File: config.mk
export PLATFORM = sky130hd
export DESIGN_NAME = fastcgi_record_deframer_flat
export DESIGN_NICKNAME = d
export VERILOG_FILES = /design/src/rtl/fcgi_pkg.sv /design/src/rtl/fcgi_in_if.sv /design/src/rtl/fcgi_out_if.sv /design/src/rtl/fcgi_parser.sv /design/src/rtl/fcgi_out_reg.sv /design/src/rtl/fastcgi_record_deframer.sv /design/src/flat_wrapper.sv
export SDC_FILE = /design/constraint.sdc
export NUM_CORES = 1
export LEC_CHECK = 0
export BUFFER_PORTS_ARGS = -buffer_cell sky130_fd_sc_hd__buf_2
export CORE_MARGIN = 2
export CORE_UTILIZATION = 66
export DETAILED_ROUTE_END_ITERATION = 7
export GPL_ROUTABILITY_DRIVEN = 1
export PLACE_DENSITY = 0.95
export REMOVE_ABC_BUFFERS = 1
export SYNTH_ARGS = -nofsm -noshare
export SYNTH_HDL_FRONTEND = slang
export SYNTH_HIERARCHICAL = 1
export SYNTH_SLANG_ARGS = --single-unit
File: constraint.sdc
create_clock -name clk -period 19.25 [get_ports clk]
set_clock_uncertainty 0.05 [all_clocks]
set_input_delay 0.9625 -clock clk [delete_from_list [all_inputs] [get_ports clk]]
set_output_delay 0.9625 -clock clk [all_outputs]
set_load 0.01 [all_outputs]
File: src/rtl/fcgi_pkg.sv
// ----------------------------------------------------------------------------
// fcgi_pkg
// Shared types and codes for the FastCGI record deframer.
// ----------------------------------------------------------------------------
package fcgi_pkg;

  // result kinds
  localparam logic [2:0] KIND_PAIR  = 3'd0;
  localparam logic [2:0] KIND_KEY   = 3'd1;
  localparam logic [2:0] KIND_VALUE = 3'd2;
  localparam logic [2:0] KIND_BODY  = 3'd3;
  localparam logic [2:0] KIND_PDONE = 3'd4;
  localparam logic [2:0] KIND_END   = 3'd5;
  localparam logic [2:0] KIND_ERROR = 3'd6;

  // record types of interest
  localparam logic [7:0] TYPE_PARAMS = 8'd4;
  localparam logic [7:0] TYPE_STDIN  = 8'd5;

  // largest single-byte length
  localparam logic [7:0] SHORT_LEN_MAX = 8'd127;

  localparam int HDR_BYTES = 8;

  typedef enum logic [1:0] {
    PH_HEADER = 2'd0,
    PH_BODY   = 2'd1,
    PH_PAD    = 2'd2
  } rec_phase_t;

  typedef enum logic [2:0] {
    PP_KEY_FIRST = 3'd0,
    PP_KEY_MORE  = 3'd1,
    PP_VAL_FIRST = 3'd2,
    PP_VAL_MORE  = 3'd3,
    PP_KEY_DATA  = 3'd4,
    PP_VAL_DATA  = 3'd5
  } pair_phase_t;

  typedef struct packed {
    logic [2:0]  kind;
    logic [7:0]  data;
    logic [15:0] key_length;
    logic [15:0] value_length;
    logic [15:0] request_id;
    logic        last;
  } res_t;

endpackage

File: src/rtl/fcgi_in_if.sv
// ----------------------------------------------------------------------------
// fcgi_in_if
// Byte stream channel: valid/ready handshake with one stream byte.
// ----------------------------------------------------------------------------
interface fcgi_in_if;
  logic       valid;
  logic       ready;
  logic [7:0] in_byte;

  modport source (output valid, output in_byte, input ready);
  modport sink   (input valid, input in_byte, output ready);
endinterface

File: src/rtl/fcgi_out_if.sv
// ----------------------------------------------------------------------------
// fcgi_out_if
// Result channel: valid/ready handshake with one parsed result.
// ----------------------------------------------------------------------------
interface fcgi_out_if;
  logic        valid;
  logic        ready;
  logic [2:0]  kind;
  logic [7:0]  data;
  logic [15:0] key_length;
  logic [15:0] value_length;
  logic [15:0] request_id;
  logic        last;

  modport source (output valid, output kind, output data, output key_length,
                  output value_length, output request_id, output last,
                  input ready);
  modport sink   (input valid, input kind, input data, input key_length,
                  input value_length, input request_id, input last,
                  output ready);
endinterface

File: src/rtl/fcgi_parser.sv
// ----------------------------------------------------------------------------
// fcgi_parser
// Record and name-value pair state; one stream byte per accepted transfer.
// ----------------------------------------------------------------------------
module fcgi_parser (
  input  logic           clk,
  input  logic           rst,
  input  logic           accept,
  input  logic [7:0]     in_byte,
  output logic           res_valid,
  output fcgi_pkg::res_t res
);
  import fcgi_pkg::*;

  rec_phase_t  record_phase, record_phase_next;
  logic [2:0]  header_count, header_count_next;
  logic [7:0]  record_kind, record_kind_next;
  logic [15:0] current_request, current_request_next;
  logic [15:0] content_left, content_left_next;
  logic [7:0]  padding_left, padding_left_next;
  pair_phase_t pair_phase, pair_phase_next;
  logic [1:0]  length_bytes_left, length_bytes_left_next;
  logic [15:0] accum_low, accum_low_next;     // low 16 bits of the long length
  logic        accum_high, accum_high_next;   // upper bits nonzero
  logic [15:0] key_left, key_left_next;
  logic [15:0] value_left, value_left_next;
  logic        stdin_seen, stdin_seen_next;
  logic        stream_ended, stream_ended_next;
  logic        error_flag, error_flag_next;

  logic [15:0] rem;
  logic [1:0]  lb_n;
  logic        long_done;
  logic [15:0] new_val;
  logic        err_now;

  always_comb begin
    record_phase_next      = record_phase;
    header_count_next      = header_count;
    record_kind_next       = record_kind;
    current_request_next   = current_request;
    content_left_next      = content_left;
    padding_left_next      = padding_left;
    pair_phase_next        = pair_phase;
    length_bytes_left_next = length_bytes_left;
    accum_low_next         = accum_low;
    accum_high_next        = accum_high;
    key_left_next          = key_left;
    value_left_next        = value_left;
    stdin_seen_next        = stdin_seen;
    stream_ended_next      = stream_ended;
    error_flag_next        = error_flag;
    res_valid              = 1'b0;
    res.kind               = KIND_PAIR;
    res.data               = 8'd0;
    res.key_length         = 16'd0;
    res.value_length       = 16'd0;
    res.last               = 1'b0;
    rem                    = content_left - {15'd0, (content_left != 16'd0)};
    lb_n                   = (length_bytes_left == 2'd0) ? 2'd1 : length_bytes_left;
    long_done              = 1'b0;
    new_val                = 16'd0;
    err_now                = 1'b0;

    if (accept && !error_flag && !stream_ended) begin
      if (record_phase == PH_HEADER) begin
        case (header_count)
          3'd1: record_kind_next = in_byte;
          3'd2: current_request_next = {in_byte, current_request[7:0]};
          3'd3: current_request_next = {current_request[15:8], in_byte};
          3'd4: content_left_next = {in_byte, 8'h00};
          3'd5: content_left_next = {content_left[15:8], in_byte};
          3'd6: padding_left_next = in_byte;
          default: ;
        endcase
        if (header_count != 3'(HDR_BYTES - 1)) begin
          header_count_next = header_count + 3'd1;
        end else begin
          header_count_next = 3'd0;
          pair_phase_next   = PP_KEY_FIRST;
          if (record_kind == TYPE_STDIN) begin
            stdin_seen_next = 1'b1;
            if (content_left == 16'd0) begin
              stream_ended_next = 1'b1;
              res_valid         = 1'b1;
              res.kind          = KIND_END;
            end else begin
              record_phase_next = PH_BODY;
              if (!stdin_seen) begin
                res_valid = 1'b1;
                res.kind  = KIND_PDONE;
              end
            end
          end else if (content_left == 16'd0) begin
            record_phase_next = (padding_left != 8'd0) ? PH_PAD : PH_HEADER;
          end else begin
            record_phase_next = PH_BODY;
          end
        end
      end else if (record_phase == PH_BODY) begin
        content_left_next = rem;
        if (record_kind == TYPE_STDIN) begin
          res_valid = 1'b1;
          res.kind  = KIND_BODY;
          res.data  = in_byte;
          res.last  = (rem == 16'd0);
        end else if (record_kind == TYPE_PARAMS && !stdin_seen) begin
          unique case (pair_phase)
            PP_KEY_FIRST, PP_VAL_FIRST: begin
              if (in_byte > SHORT_LEN_MAX) begin
                accum_high_next        = (in_byte[6:0] != 7'd0);
                accum_low_next         = 16'd0;
                length_bytes_left_next = 2'd3;
                pair_phase_next = (pair_phase == PP_KEY_FIRST) ? PP_KEY_MORE : PP_VAL_MORE;
                err_now = (rem == 16'd0);
              end else if (pair_phase == PP_KEY_FIRST) begin
                key_left_next   = {8'd0, in_byte};
                pair_phase_next = PP_VAL_FIRST;
                err_now = (rem == 16'd0);
              end else begin
                long_done = 1'b1;
                new_val   = {8'd0, in_byte};
              end
            end
            PP_KEY_MORE, PP_VAL_MORE: begin
              case (lb_n)
                2'd3:    accum_high_next = accum_high | (in_byte != 8'd0);
                2'd2:    accum_low_next  = {in_byte, accum_low[7:0]};
                default: accum_low_next  = {accum_low[15:8], in_byte};
              endcase
              length_bytes_left_next = lb_n - 2'd1;
              if (lb_n == 2'd1) begin
                if (accum_high) begin
                  err_now = 1'b1;
                end else if (pair_phase == PP_KEY_MORE) begin
                  key_left_next   = accum_low_next;
                  pair_phase_next = PP_VAL_FIRST;
                  err_now = (rem == 16'd0);
                end else begin
                  long_done = 1'b1;
                  new_val   = accum_low_next;
                end
              end else begin
                err_now = (rem == 16'd0);
              end
            end
            PP_KEY_DATA: begin
              key_left_next = key_left - 16'd1;
              if (key_left_next == 16'd0) begin
                pair_phase_next = (value_left != 16'd0) ? PP_VAL_DATA : PP_KEY_FIRST;
              end
              res_valid = 1'b1;
              res.kind  = KIND_KEY;
              res.data  = in_byte;
              res.last  = (key_left_next == 16'd0);
            end
            PP_VAL_DATA: begin
              value_left_next = value_left - 16'd1;
              if (value_left_next == 16'd0) begin
                pair_phase_next = PP_KEY_FIRST;
              end
              res_valid = 1'b1;
              res.kind  = KIND_VALUE;
              res.data  = in_byte;
              res.last  = (value_left_next == 16'd0);
            end
            default: err_now = 1'b1;
          endcase
          // value length complete: check the pair fits in the record
          if (long_done) begin
            value_left_next = new_val;
            if ({1'b0, key_left} + {1'b0, new_val} > {1'b0, rem}) begin
              err_now = 1'b1;
            end else begin
              pair_phase_next = (key_left != 16'd0) ? PP_KEY_DATA :
                                ((new_val != 16'd0) ? PP_VAL_DATA : PP_KEY_FIRST);
              res_valid        = 1'b1;
              res.kind         = KIND_PAIR;
              res.key_length   = key_left;
              res.value_length = new_val;
            end
          end
          if (err_now) begin
            error_flag_next = 1'b1;
            res_valid       = 1'b1;
            res.kind        = KIND_ERROR;
          end
        end
        if (rem == 16'd0 && !error_flag_next) begin
          record_phase_next = (padding_left != 8'd0) ? PH_PAD : PH_HEADER;
        end
      end else begin
        padding_left_next = padding_left - {7'd0, (padding_left != 8'd0)};
        if (padding_left_next == 8'd0) begin
          record_phase_next = PH_HEADER;
        end
      end
    end
    res.request_id = current_request_next;
  end

  always_ff @(posedge clk) begin
    if (rst) begin
      record_phase      <= PH_HEADER;
      header_count      <= 3'd0;
      record_kind       <= 8'd0;
      current_request   <= 16'd0;
      content_left      <= 16'd0;
      padding_left      <= 8'd0;
      pair_phase        <= PP_KEY_FIRST;
      length_bytes_left <= 2'd0;
      accum_low         <= 16'd0;
      accum_high        <= 1'b0;
      key_left          <= 16'd0;
      value_left        <= 16'd0;
      stdin_seen        <= 1'b0;
      stream_ended      <= 1'b0;
      error_flag        <= 1'b0;
    end else begin
      record_phase      <= record_phase_next;
      header_count      <= header_count_next;
      record_kind       <= record_kind_next;
      current_request   <= current_request_next;
      content_left      <= content_left_next;
      padding_left      <= padding_left_next;
      pair_phase        <= pair_phase_next;
      length_bytes_left <= length_bytes_left_next;
      accum_low         <= accum_low_next;
      accum_high        <= accum_high_next;
      key_left          <= key_left_next;
      value_left        <= value_left_next;
      stdin_seen        <= stdin_seen_next;
      stream_ended      <= stream_ended_next;
      error_flag        <= error_flag_next;
    end
  end

`ifndef NO_ASSERTIONS
  a_quiet_after_stop: assert property (@(posedge clk) disable iff (rst)
    (error_flag || stream_ended) |-> !res_valid)
    else $error("result produced after error or end of stream");
  a_error_sticky: assert property (@(posedge clk) disable iff (rst)
    (res_valid && res.kind == KIND_ERROR) |=> error_flag)
    else $error("error result did not set the sticky flag");
  a_end_sticky: assert property (@(posedge clk) disable iff (rst)
    (res_valid && res.kind == KIND_END) |=> stream_ended)
    else $error("end result did not stop the stream");
  a_hdr_count_phase: assert property (@(posedge clk) disable iff (rst)
    (header_count != 3'd0) |-> (record_phase == PH_HEADER))
    else $error("header count advanced outside the header");
`endif

endmodule

File: src/rtl/fcgi_out_reg.sv
// ----------------------------------------------------------------------------
// fcgi_out_reg
// Result register; refills in the same cycle the held result is taken.
// ----------------------------------------------------------------------------
module fcgi_out_reg (
  input  logic           clk,
  input  logic           rst,
  input  logic           load,
  input  fcgi_pkg::res_t res,
  output logic           can_take,
  fcgi_out_if.source     dst
);
  import fcgi_pkg::*;

  logic valid;
  res_t held;

  assign can_take = !valid || dst.ready;

  always_ff @(posedge clk) begin
    if (rst) begin
      valid <= 1'b0;
    end else if (load) begin
      valid <= 1'b1;
    end else if (dst.ready) begin
      valid <= 1'b0;
    end
  end

  always_ff @(posedge clk) begin
    if (load) begin
      held <= res;
    end
  end

  assign dst.valid        = valid;
  assign dst.kind         = held.kind;
  assign dst.data         = held.data;
  assign dst.key_length   = held.key_length;
  assign dst.value_length = held.value_length;
  assign dst.request_id   = held.request_id;
  assign dst.last         = held.last;

`ifndef NO_ASSERTIONS
  a_load_shows: assert property (@(posedge clk) disable iff (rst)
    load |=> (valid && held.kind == $past(res.kind) && held.data == $past(res.data)))
    else $error("loaded result not presented");
  a_drain_clears: assert property (@(posedge clk) disable iff (rst)
    (valid && dst.ready && !load) |=> !valid)
    else $error("taken result presented twice");
  a_no_overwrite: assert property (@(posedge clk) disable iff (rst)
    (valid && !dst.ready) |-> !load)
    else $error("held result overwritten while stalled");
`endif

endmodule

File: src/rtl/fastcgi_record_deframer.sv
// ----------------------------------------------------------------------------
// fastcgi_record_deframer
// FastCGI byte stream deframer: record headers, PARAMS pairs, STDIN body.
// ----------------------------------------------------------------------------
// Usage:
//   stream : one FastCGI stream byte per transfer (in_byte).
//   result : zero or one result per accepted byte: pair headers with decoded
//            key/value lengths, key and value bytes, STDIN body bytes, params
//            done, end of stream, or a sticky error. request_id follows the
//            most recent record header.
// Result timing: a byte's result is registered and appears on the result channel
//   in the cycle after the byte's transfer.
// Throughput: one byte per cycle while not stalled; each byte is one update of the parser
//   state, and the single result register refills in the cycle it drains.
// Stall: while the result register holds an untaken result, stream.ready
//   is low; header, padding and skipped bytes are also held off then.
// Reset (rst, synchronous): parser returns to the first header byte, all
//   counters and flags clear and the result register empties.
// After an error or end of stream, bytes are still accepted but give no
//   result until reset.
// ----------------------------------------------------------------------------
module fastcgi_record_deframer (
  input  logic       clk,
  input  logic       rst,
  fcgi_in_if.sink    stream,
  fcgi_out_if.source result
);
  import fcgi_pkg::*;

  logic accept;
  logic res_valid;
  logic can_take;
  res_t res;

  assign stream.ready = can_take;
  assign accept       = stream.valid && can_take;

  fcgi_parser u_parser (
    .clk       (clk),
    .rst       (rst),
    .accept    (accept),
    .in_byte   (stream.in_byte),
    .res_valid (res_valid),
    .res       (res)
  );

  fcgi_out_reg u_out_reg (
    .clk      (clk),
    .rst      (rst),
    .load     (res_valid),
    .res      (res),
    .can_take (can_take),
    .dst      (result)
  );

endmodule

File: src/flat_wrapper.sv
// flat-port wrapper written by rule: the top's interface ports become plain ports
module fastcgi_record_deframer_flat import fcgi_pkg::*;
  (clk, rst, stream_valid, stream_in_byte, stream_ready, result_valid, result_kind, result_data, result_key_length, result_value_length, result_request_id, result_last, result_ready);
  fcgi_in_if stream_i ();
  fcgi_out_if result_i ();
  input  logic clk;
  input  logic rst;
  input wire logic [$bits(stream_i.valid)-1:0] stream_valid;
  input wire logic [$bits(stream_i.in_byte)-1:0] stream_in_byte;
  output wire logic [$bits(stream_i.ready)-1:0] stream_ready;
  output wire logic [$bits(result_i.valid)-1:0] result_valid;
  output wire logic [$bits(result_i.kind)-1:0] result_kind;
  output wire logic [$bits(result_i.data)-1:0] result_data;
  output wire logic [$bits(result_i.key_length)-1:0] result_key_length;
  output wire logic [$bits(result_i.value_length)-1:0] result_value_length;
  output wire logic [$bits(result_i.request_id)-1:0] result_request_id;
  output wire logic [$bits(result_i.last)-1:0] result_last;
  input wire logic [$bits(result_i.ready)-1:0] result_ready;
  assign stream_i.valid = stream_valid;
  assign stream_i.in_byte = stream_in_byte;
  assign stream_ready = stream_i.ready;
  assign result_valid = result_i.valid;
  assign result_kind = result_i.kind;
  assign result_data = result_i.data;
  assign result_key_length = result_i.key_length;
  assign result_value_length = result_i.value_length;
  assign result_request_id = result_i.request_id;
  assign result_last = result_i.last;
  assign result_i.ready = result_ready;
  fastcgi_record_deframer u_core (.clk(clk), .rst(rst), .stream(stream_i), .result(result_i));
endmodule
[Yosys cells after proc, flatten, opt, wreduce, memory -nomap -nowiden]
Cells that the tools add are included.
Operators by class
  mux-type cells: 129
  equal/unequal tests: 34
  magnitude comparators: 2
  add/sub/neg operators: 7
  bitwise logic cells: 8
  reduce and logical (&&, ||, !) cells: 52
Operators by type and width (number)
  $mux 16: 20
  $pmux 16 s2: 5
  $mux 32: 3
  $mux 43: 2
  $mux 3: 26
  $logic_not 16->1: 4
  $reduce_bool 16->1: 4
  $pmux 16 s3: 1
  $mux 1: 47
  $mux 8: 5
  $sub 16x1->16 const B: 2
  $mux 2: 12
  $ne 2x2->1 const B: 10
  $pmux 10 s2: 1
  $add 16x16->17: 1
  $gt 17x16->1: 1
  $eq 8x3->1 const B: 2
  $reduce_bool 8->1: 2
  $sub 16x1->16: 1
  $eq 3x3->1 const B: 5
  $reduce_and 5->1: 3
  $eq 3x2->1 const B: 4
  $pmux 3 s4: 1
  $reduce_and 3->1: 4
  35 further kinds: 66
Storage, ports and cells
  output and inout bits: 62
  input bits: 12
  register bits after elaboration: 171
  logic and storage cells: 255

[Logic depth before layout (Yosys ltp)]
  word-level depth: 33
  mapped depth: 26

[By module]
Netlist, hierarchy kept.
Modules (own cells, without submodules)
  fcgi_parser: area each 7991.4 µm², instances 1, cells an instance 1091
  fcgi_out_reg: area each 1848.0 µm², instances 1, cells an instance 64
  fastcgi_record_deframer: area each 6.3 µm², instances 1, cells an instance 1

[Worst setup path after synthesis]
No wires, ideal clock.
  path type: reg2reg
  from: reg u_core.u_parser.content_left[4]
  to: reg u_core.u_out_reg.valid (netlist: u_core/u_out_reg/dst.valid)
  cell stages (with the launch flop): 15
  setup time: 76 ps
  path slack: 11247 ps
  buffers on the path: 0
  arrival: 7876 ps
  clock period less this slack: 8003 ps
  cells stage by stage: dfxtp_1 -> nor4_1 -> and3_1 -> nand3_1 -> ha_1 -> ha_1 -> nor4bb_1 -> nand4_1 -> nor4b_1 -> nand4_1 -> o22ai_1 -> o31ai_1 -> a221oi_1 -> inv_1 -> a21oi_2
Between the ends
  word-level cells in the longest chain between the ends: 21
  elaborated cells between the ends (all ways): 31
  those cells by class: add/sub (1); order compare (1); mux (25); reduce/logical (4)
RTL lines
  start, declared: RTL line fcgi_parser.sv:19  | logic [15:0] content_left, content_left_next;
  start signal, assigned: RTL line fcgi_parser.sv:224  | content_left <= content_left_next;
  $reduce_bool 16->1: RTL line fcgi_parser.sv:59  | rem = content_left - {15'd0, (content_left != 16'd0)};
  $sub 16x1->16: RTL line fcgi_parser.sv:59
  $logic_not 16->1
  $mux 1: RTL line fcgi_parser.sv:135  | end else if (pair_phase == PP_KEY_MORE) begin
  $mux 1: RTL line fcgi_parser.sv:133  | if (accum_high) begin
  $mux 1: RTL line fcgi_parser.sv:132  | if (lb_n == 2'd1) begin
  $pmux 1 s3: RTL line fcgi_parser.sv:108  | unique case (pair_phase)
  $mux 1: RTL line fcgi_parser.sv:172  | if ({1'b0, key_left} + {1'b0, new_val} > {1'b0, rem}) begin
  [... 6 more ...]
  $mux 1: RTL line fcgi_parser.sv:183  | if (err_now) begin
  $mux 1: RTL line fcgi_parser.sv:107  | end else if (record_kind == TYPE_PARAMS && !stdin_seen) begin
  $mux 1: RTL line fcgi_parser.sv:102  | if (record_kind == TYPE_STDIN) begin
  $mux 1: RTL line fcgi_parser.sv:100  | end else if (record_phase == PH_BODY) begin
  $mux 1 *: RTL line fcgi_parser.sv:66  | if (record_phase == PH_HEADER) begin
  $mux 1 *: RTL line fcgi_parser.sv:65  | if (accept && !error_flag && !stream_ended) begin
  via u_core.res_valid: RTL line fastcgi_record_deframer.sv:31  | logic res_valid;
  $mux 1 / $reduce_bool 2->1 (equally long branches)
  end signal, assigned: RTL line fcgi_out_reg.sv:22  | valid <= 1'b0;
  end signal, assigned: RTL line fcgi_out_reg.sv:24  | valid <= 1'b1;
  end signal, assigned: RTL line fcgi_out_reg.sv:26  | valid <= 1'b0;
  end, declared: RTL line fcgi_out_reg.sv:15  | logic valid;
Mark *: on every way through the listed nets, which the timed path passes. The rest lies on a longest branch. The select of a mux whose other input is x is not followed.
A chain may end at the register's enable or synchronous reset.

[Worst setup path after layout]
  from: reg u_core.u_parser.pair_phase[0]
  to: reg u_core.u_parser.pair_phase[0]
Between the ends
  word-level cells in the longest chain between the ends: 19
  elaborated cells between the ends (all ways): 49
  those cells by class: add/sub (1); order compare (1); eq/ne (5); mux (38); reduce/logical (4)
RTL lines
  start, declared: RTL line fcgi_parser.sv:21  | pair_phase_t pair_phase, pair_phase_next;
  start signal, assigned: RTL line fcgi_parser.sv:226  | pair_phase <= pair_phase_next;
  parallel branches: the longest is 14 deep, another holds $add 16x16->17
  $mux 3 *: RTL line fcgi_parser.sv:170  | if (long_done) begin
  $mux 3 *: RTL line fcgi_parser.sv:107
  $mux 3 *: RTL line fcgi_parser.sv:102
  $mux 3 *: RTL line fcgi_parser.sv:100
  $mux 3 *: RTL line fcgi_parser.sv:66
Every way passes the cells marked *. The select of a mux whose other input is x is not followed.

==> results.ini <==
[run_status]
status=complete, no violations

[yosys]
ys.flop_type=dfxtp_1
async_flop_share=0
synthTopCellsByCount=152 x nor2_1, 111 x dfxtp_1, 104 x nand2_1
synth_top_area_cell=dfxtp_1
syn_avg_cell_area_um2=8.52
synth_cell_types=70
synth-edff-count=60
ys_seq_area_frac=0.409
syn_inst=1156
yosys_warnings=6
synth_seq_cells=171
synth.top_cell.area_share=0.226
yosysMostFrequentCell=nor2_1
syn_area_mm2=0.00985
synthTopCellsByArea=dfxtp_1 23%, edfxtp_1 18%, ha_1 6.0%

[clock_network]
postCtsSetupBuffers=0
root_buffer=clkbuf_16
clock_latency_ns=0.45
clock_path_buffers=2
htreeDepth=4
postCtsResizedCells=0
cts.sinks=171
path_clk_slew_ns=0.07
cts_tree=built
cts_made_buffers=17
cts_hold_buf=0

[critical_path]
arrival_ns=6.68
required_ns=19.57
cp_common_cell=a21o_1
ff2ff_path_depth=19
cp_top_family=simple AND/OR/NAND/NOR gates
crit_path_end_kind=flip-flop
cpPeakStageDelay_ns=0.62
critical-path-slowest-cell=dfxtp_1
worstSetupPathType=flip-flop to flip-flop
crit_chain=nand2b_1 > nor3_1 > nand2_1 > nor2_1 > ha_1 > a21o_1 > a21o_1 > a21oi_1 > o21ai_0 > a21o_1 > a21oi_1 > xnor2_1 > ha_1 > a2111oi_0 > and3_1 > o21a_1 > and3_1 > a31oi_1 > a31oi_1
path_buf_inv=0
cp-startpoint=u_core/u_parser/pair_phase[0]
rr_startpoint=u_core/u_parser/pair_phase[0]
crit_cells=19
start_kind=flip-flop
critPathMaxFanout=20

[power]
pwr-share-comb=0.109
p_switching_uw=237
power.internal_uw=595
p_per_area_mw_per_mm2=76.6
peakVddDrop_v=0.0000860
clkPwrFrac=0.438
p_leak_uw=0.00419
power_frac_seq=0.453
power.share.switching=0.284

[sta]
setup_viol=0
slew_viol_final=0
post-route-period-util=0.331
hold_violations=0
min_period_ns=6.37
max_freq_ghz=0.157
fin_tns_setup_ns=0
setup_ws_ns=12.88
worstMarginPinSlew_ns=1.15
max_slew_margin=0.232
rsz0062_at_grt=false

[routing]
drc=0
ant_nets=0
wire_per_inst_um=21.2
wirelength_mm=29.1
dr.pass1.iters=7
num_vias=9568
via_per_inst=6.95
drt_iter0_drc=1527

[layout]
diodes=0
drive_above_1_share=0.107
area_delta_synth_final_pct=10.2
fin_nets=1239

[floorplan]
core_mm2=0.0145
die_h_um=126
ios=74
rows=44
initial_core_util=0.677
dieArea_mm2=0.0159
fp.dieW_um=126

[global_route]
grt_pass1_vias=8964
grt_antenna_before_repair=0
grt_max_degree=67
grt.total_usage=0.364
grt_pass1_wl_mm=46.3
grt_overflow_total=0

[worst_hold_path]
holdPathStages=2
holdCritStartpoint=u_core/u_parser/accum_low[1]
hp-class=flip-flop to flip-flop

[placed_design]
io_buffers=73
gp_congestion=1.01
preCtsSetupSlack_ns=12.87
hpwl_mm=19.1

[flow_run]
max_cap_viol_count=0

==> metal layers <==
metal,global-route usage,vias up,wire length (µm)
met1,0.450,4374,10800
met5,0,-,0
met3,0.0909,171,3300
met4,0.168,0,1540
met2,0.600,777,13500
li1,-,4246,-
==> final timing paths <==
kind / to / slack, ns
max: u_core/u_parser/pair_phase[0] / 12.88
min: u_core/u_parser/accum_low[1] / 0.40
max reg2reg: u_core/u_parser/pair_phase[0] / 12.88
min reg2reg: u_core/u_parser/accum_low[1] / 0.40
==> through the flow <==
| step | std cells | power (µW) | utilization | hold WS, ns | cell area [µm²] |
|---|---|---|---|---|---|
| 2_1_floorplan | 1081 | 442 | - | 0.376 | 9550 |
| 3_3_place_gp | 1344 | 465 | 0.703 | 0.389 | 10200 |
| 6_report | 1376 | 832 | 0.747 | 0.405 | 10900 |
| 3_5_place_dp | 1344 | 469 | 0.703 | 0.394 | 10200 |
| 4_1_cts | 1376 | 831 | 0.747 | 0.404 | 10900 |
| 5_1_grt | 1376 | 856 | 0.747 | 0.418 | 10900 |
==> area by class of cell <==
class / instances / area, µm²
Multi-Input combinational cell: 886 / 5460
Sequential cell: 171 / 4020
Fill cell: 1038 / 3680
Clock buffer: 17 / 425
Timing Repair Buffer: 79 / 413
Tap cell: 184 / 230
Clock inverter: 15 / 215
Inverter: 24 / 90.1
==> registers in the layout (all words and copies together), names as in the netlist, 3 cells and up <==
name and flops:
u_core/u_out_reg/dst.kind 3, u_core/u_parser/padding_left 8, u_core/u_parser/accum_low 16, u_core/u_parser/header_count 3, u_core/u_parser/content_left 16, u_core/u_out_reg/dst.request_id 16, u_core/u_parser/record_kind 8, u_core/u_parser/value_left 16
u_core/u_out_reg/dst.data 8, u_core/u_parser/key_left 16, u_core/u_out_reg/dst.value_length 16, u_core/u_parser/current_request 16, u_core/u_out_reg/dst.key_length 16, u_core/u_parser/pair_phase 3
==> power by group through the flow <==
| stage | combinational, µW | sequential, µW | clock [µW] |
|---|---|---|---|
| after floorplan | 57.5 | 384 | 0 |
| after global placement | 80.7 | 385 | 0 |
| after detailed placement | 83.9 | 385 | 0 |
| after CTS | 87.3 | 377 | 367 |
| after global routing | 96.4 | 377 | 383 |
| final | 90.4 | 377 | 365 |
==> worst reg2reg max path, cell delays in order (launching register included) <==
cell and delay, ns:
dfxtp_1 0.62, nand2b_1 0.54, nor3_1 0.49, nand2_1 0.53, nor2_1 0.25, ha_1 0.33
a21o_1 0.19, a21o_1 0.21, a21oi_1 0.26, o21ai_0 0.20, a21o_1 0.21, a21oi_1 0.16
xnor2_1 0.15, ha_1 0.29, a2111oi_0 0.39, and3_1 0.27, o21a_1 0.29, and3_1 0.53
a31oi_1 0.16, a31oi_1 0.18
==> kinds of logic after synthesis <==
family                   synth area share
AO/OA/AOI/OAI                       0.188
XOR/XNOR                           0.0311
adder cells (fa/ha/maj)            0.0618
buffers and inverters              0.0389
flip-flops                          0.409
multiplexers                       0.0173
AND/OR/NAND/NOR                     0.254
==> placed cells by master (no fill, tap or decap), types with 7 or more instances in the layout <==
cell type,count
nor2_1,152
dfxtp_1,111
nand2_1,104
a21oi_1,83
buf_2,72
o21ai_0,67
edfxtp_1,60
ha_1,47
and2_1,40
nor3_1,39
nor2b_1,27
inv_1,24
nor4_1,21
a211oi_1,21
xnor2_1,20
nand3_1,19
a22oi_1,19
clkbuf_16,17
mux2i_1,17
a22o_1,17
nand4_1,16
xor2_1,15
and3_1,13
nand2b_1,13
o22ai_1,11
a31oi_1,10
o211ai_1,9
buf_4,7
nor3b_1,7
No activity file was read; power rests on OpenSTA's default activity.
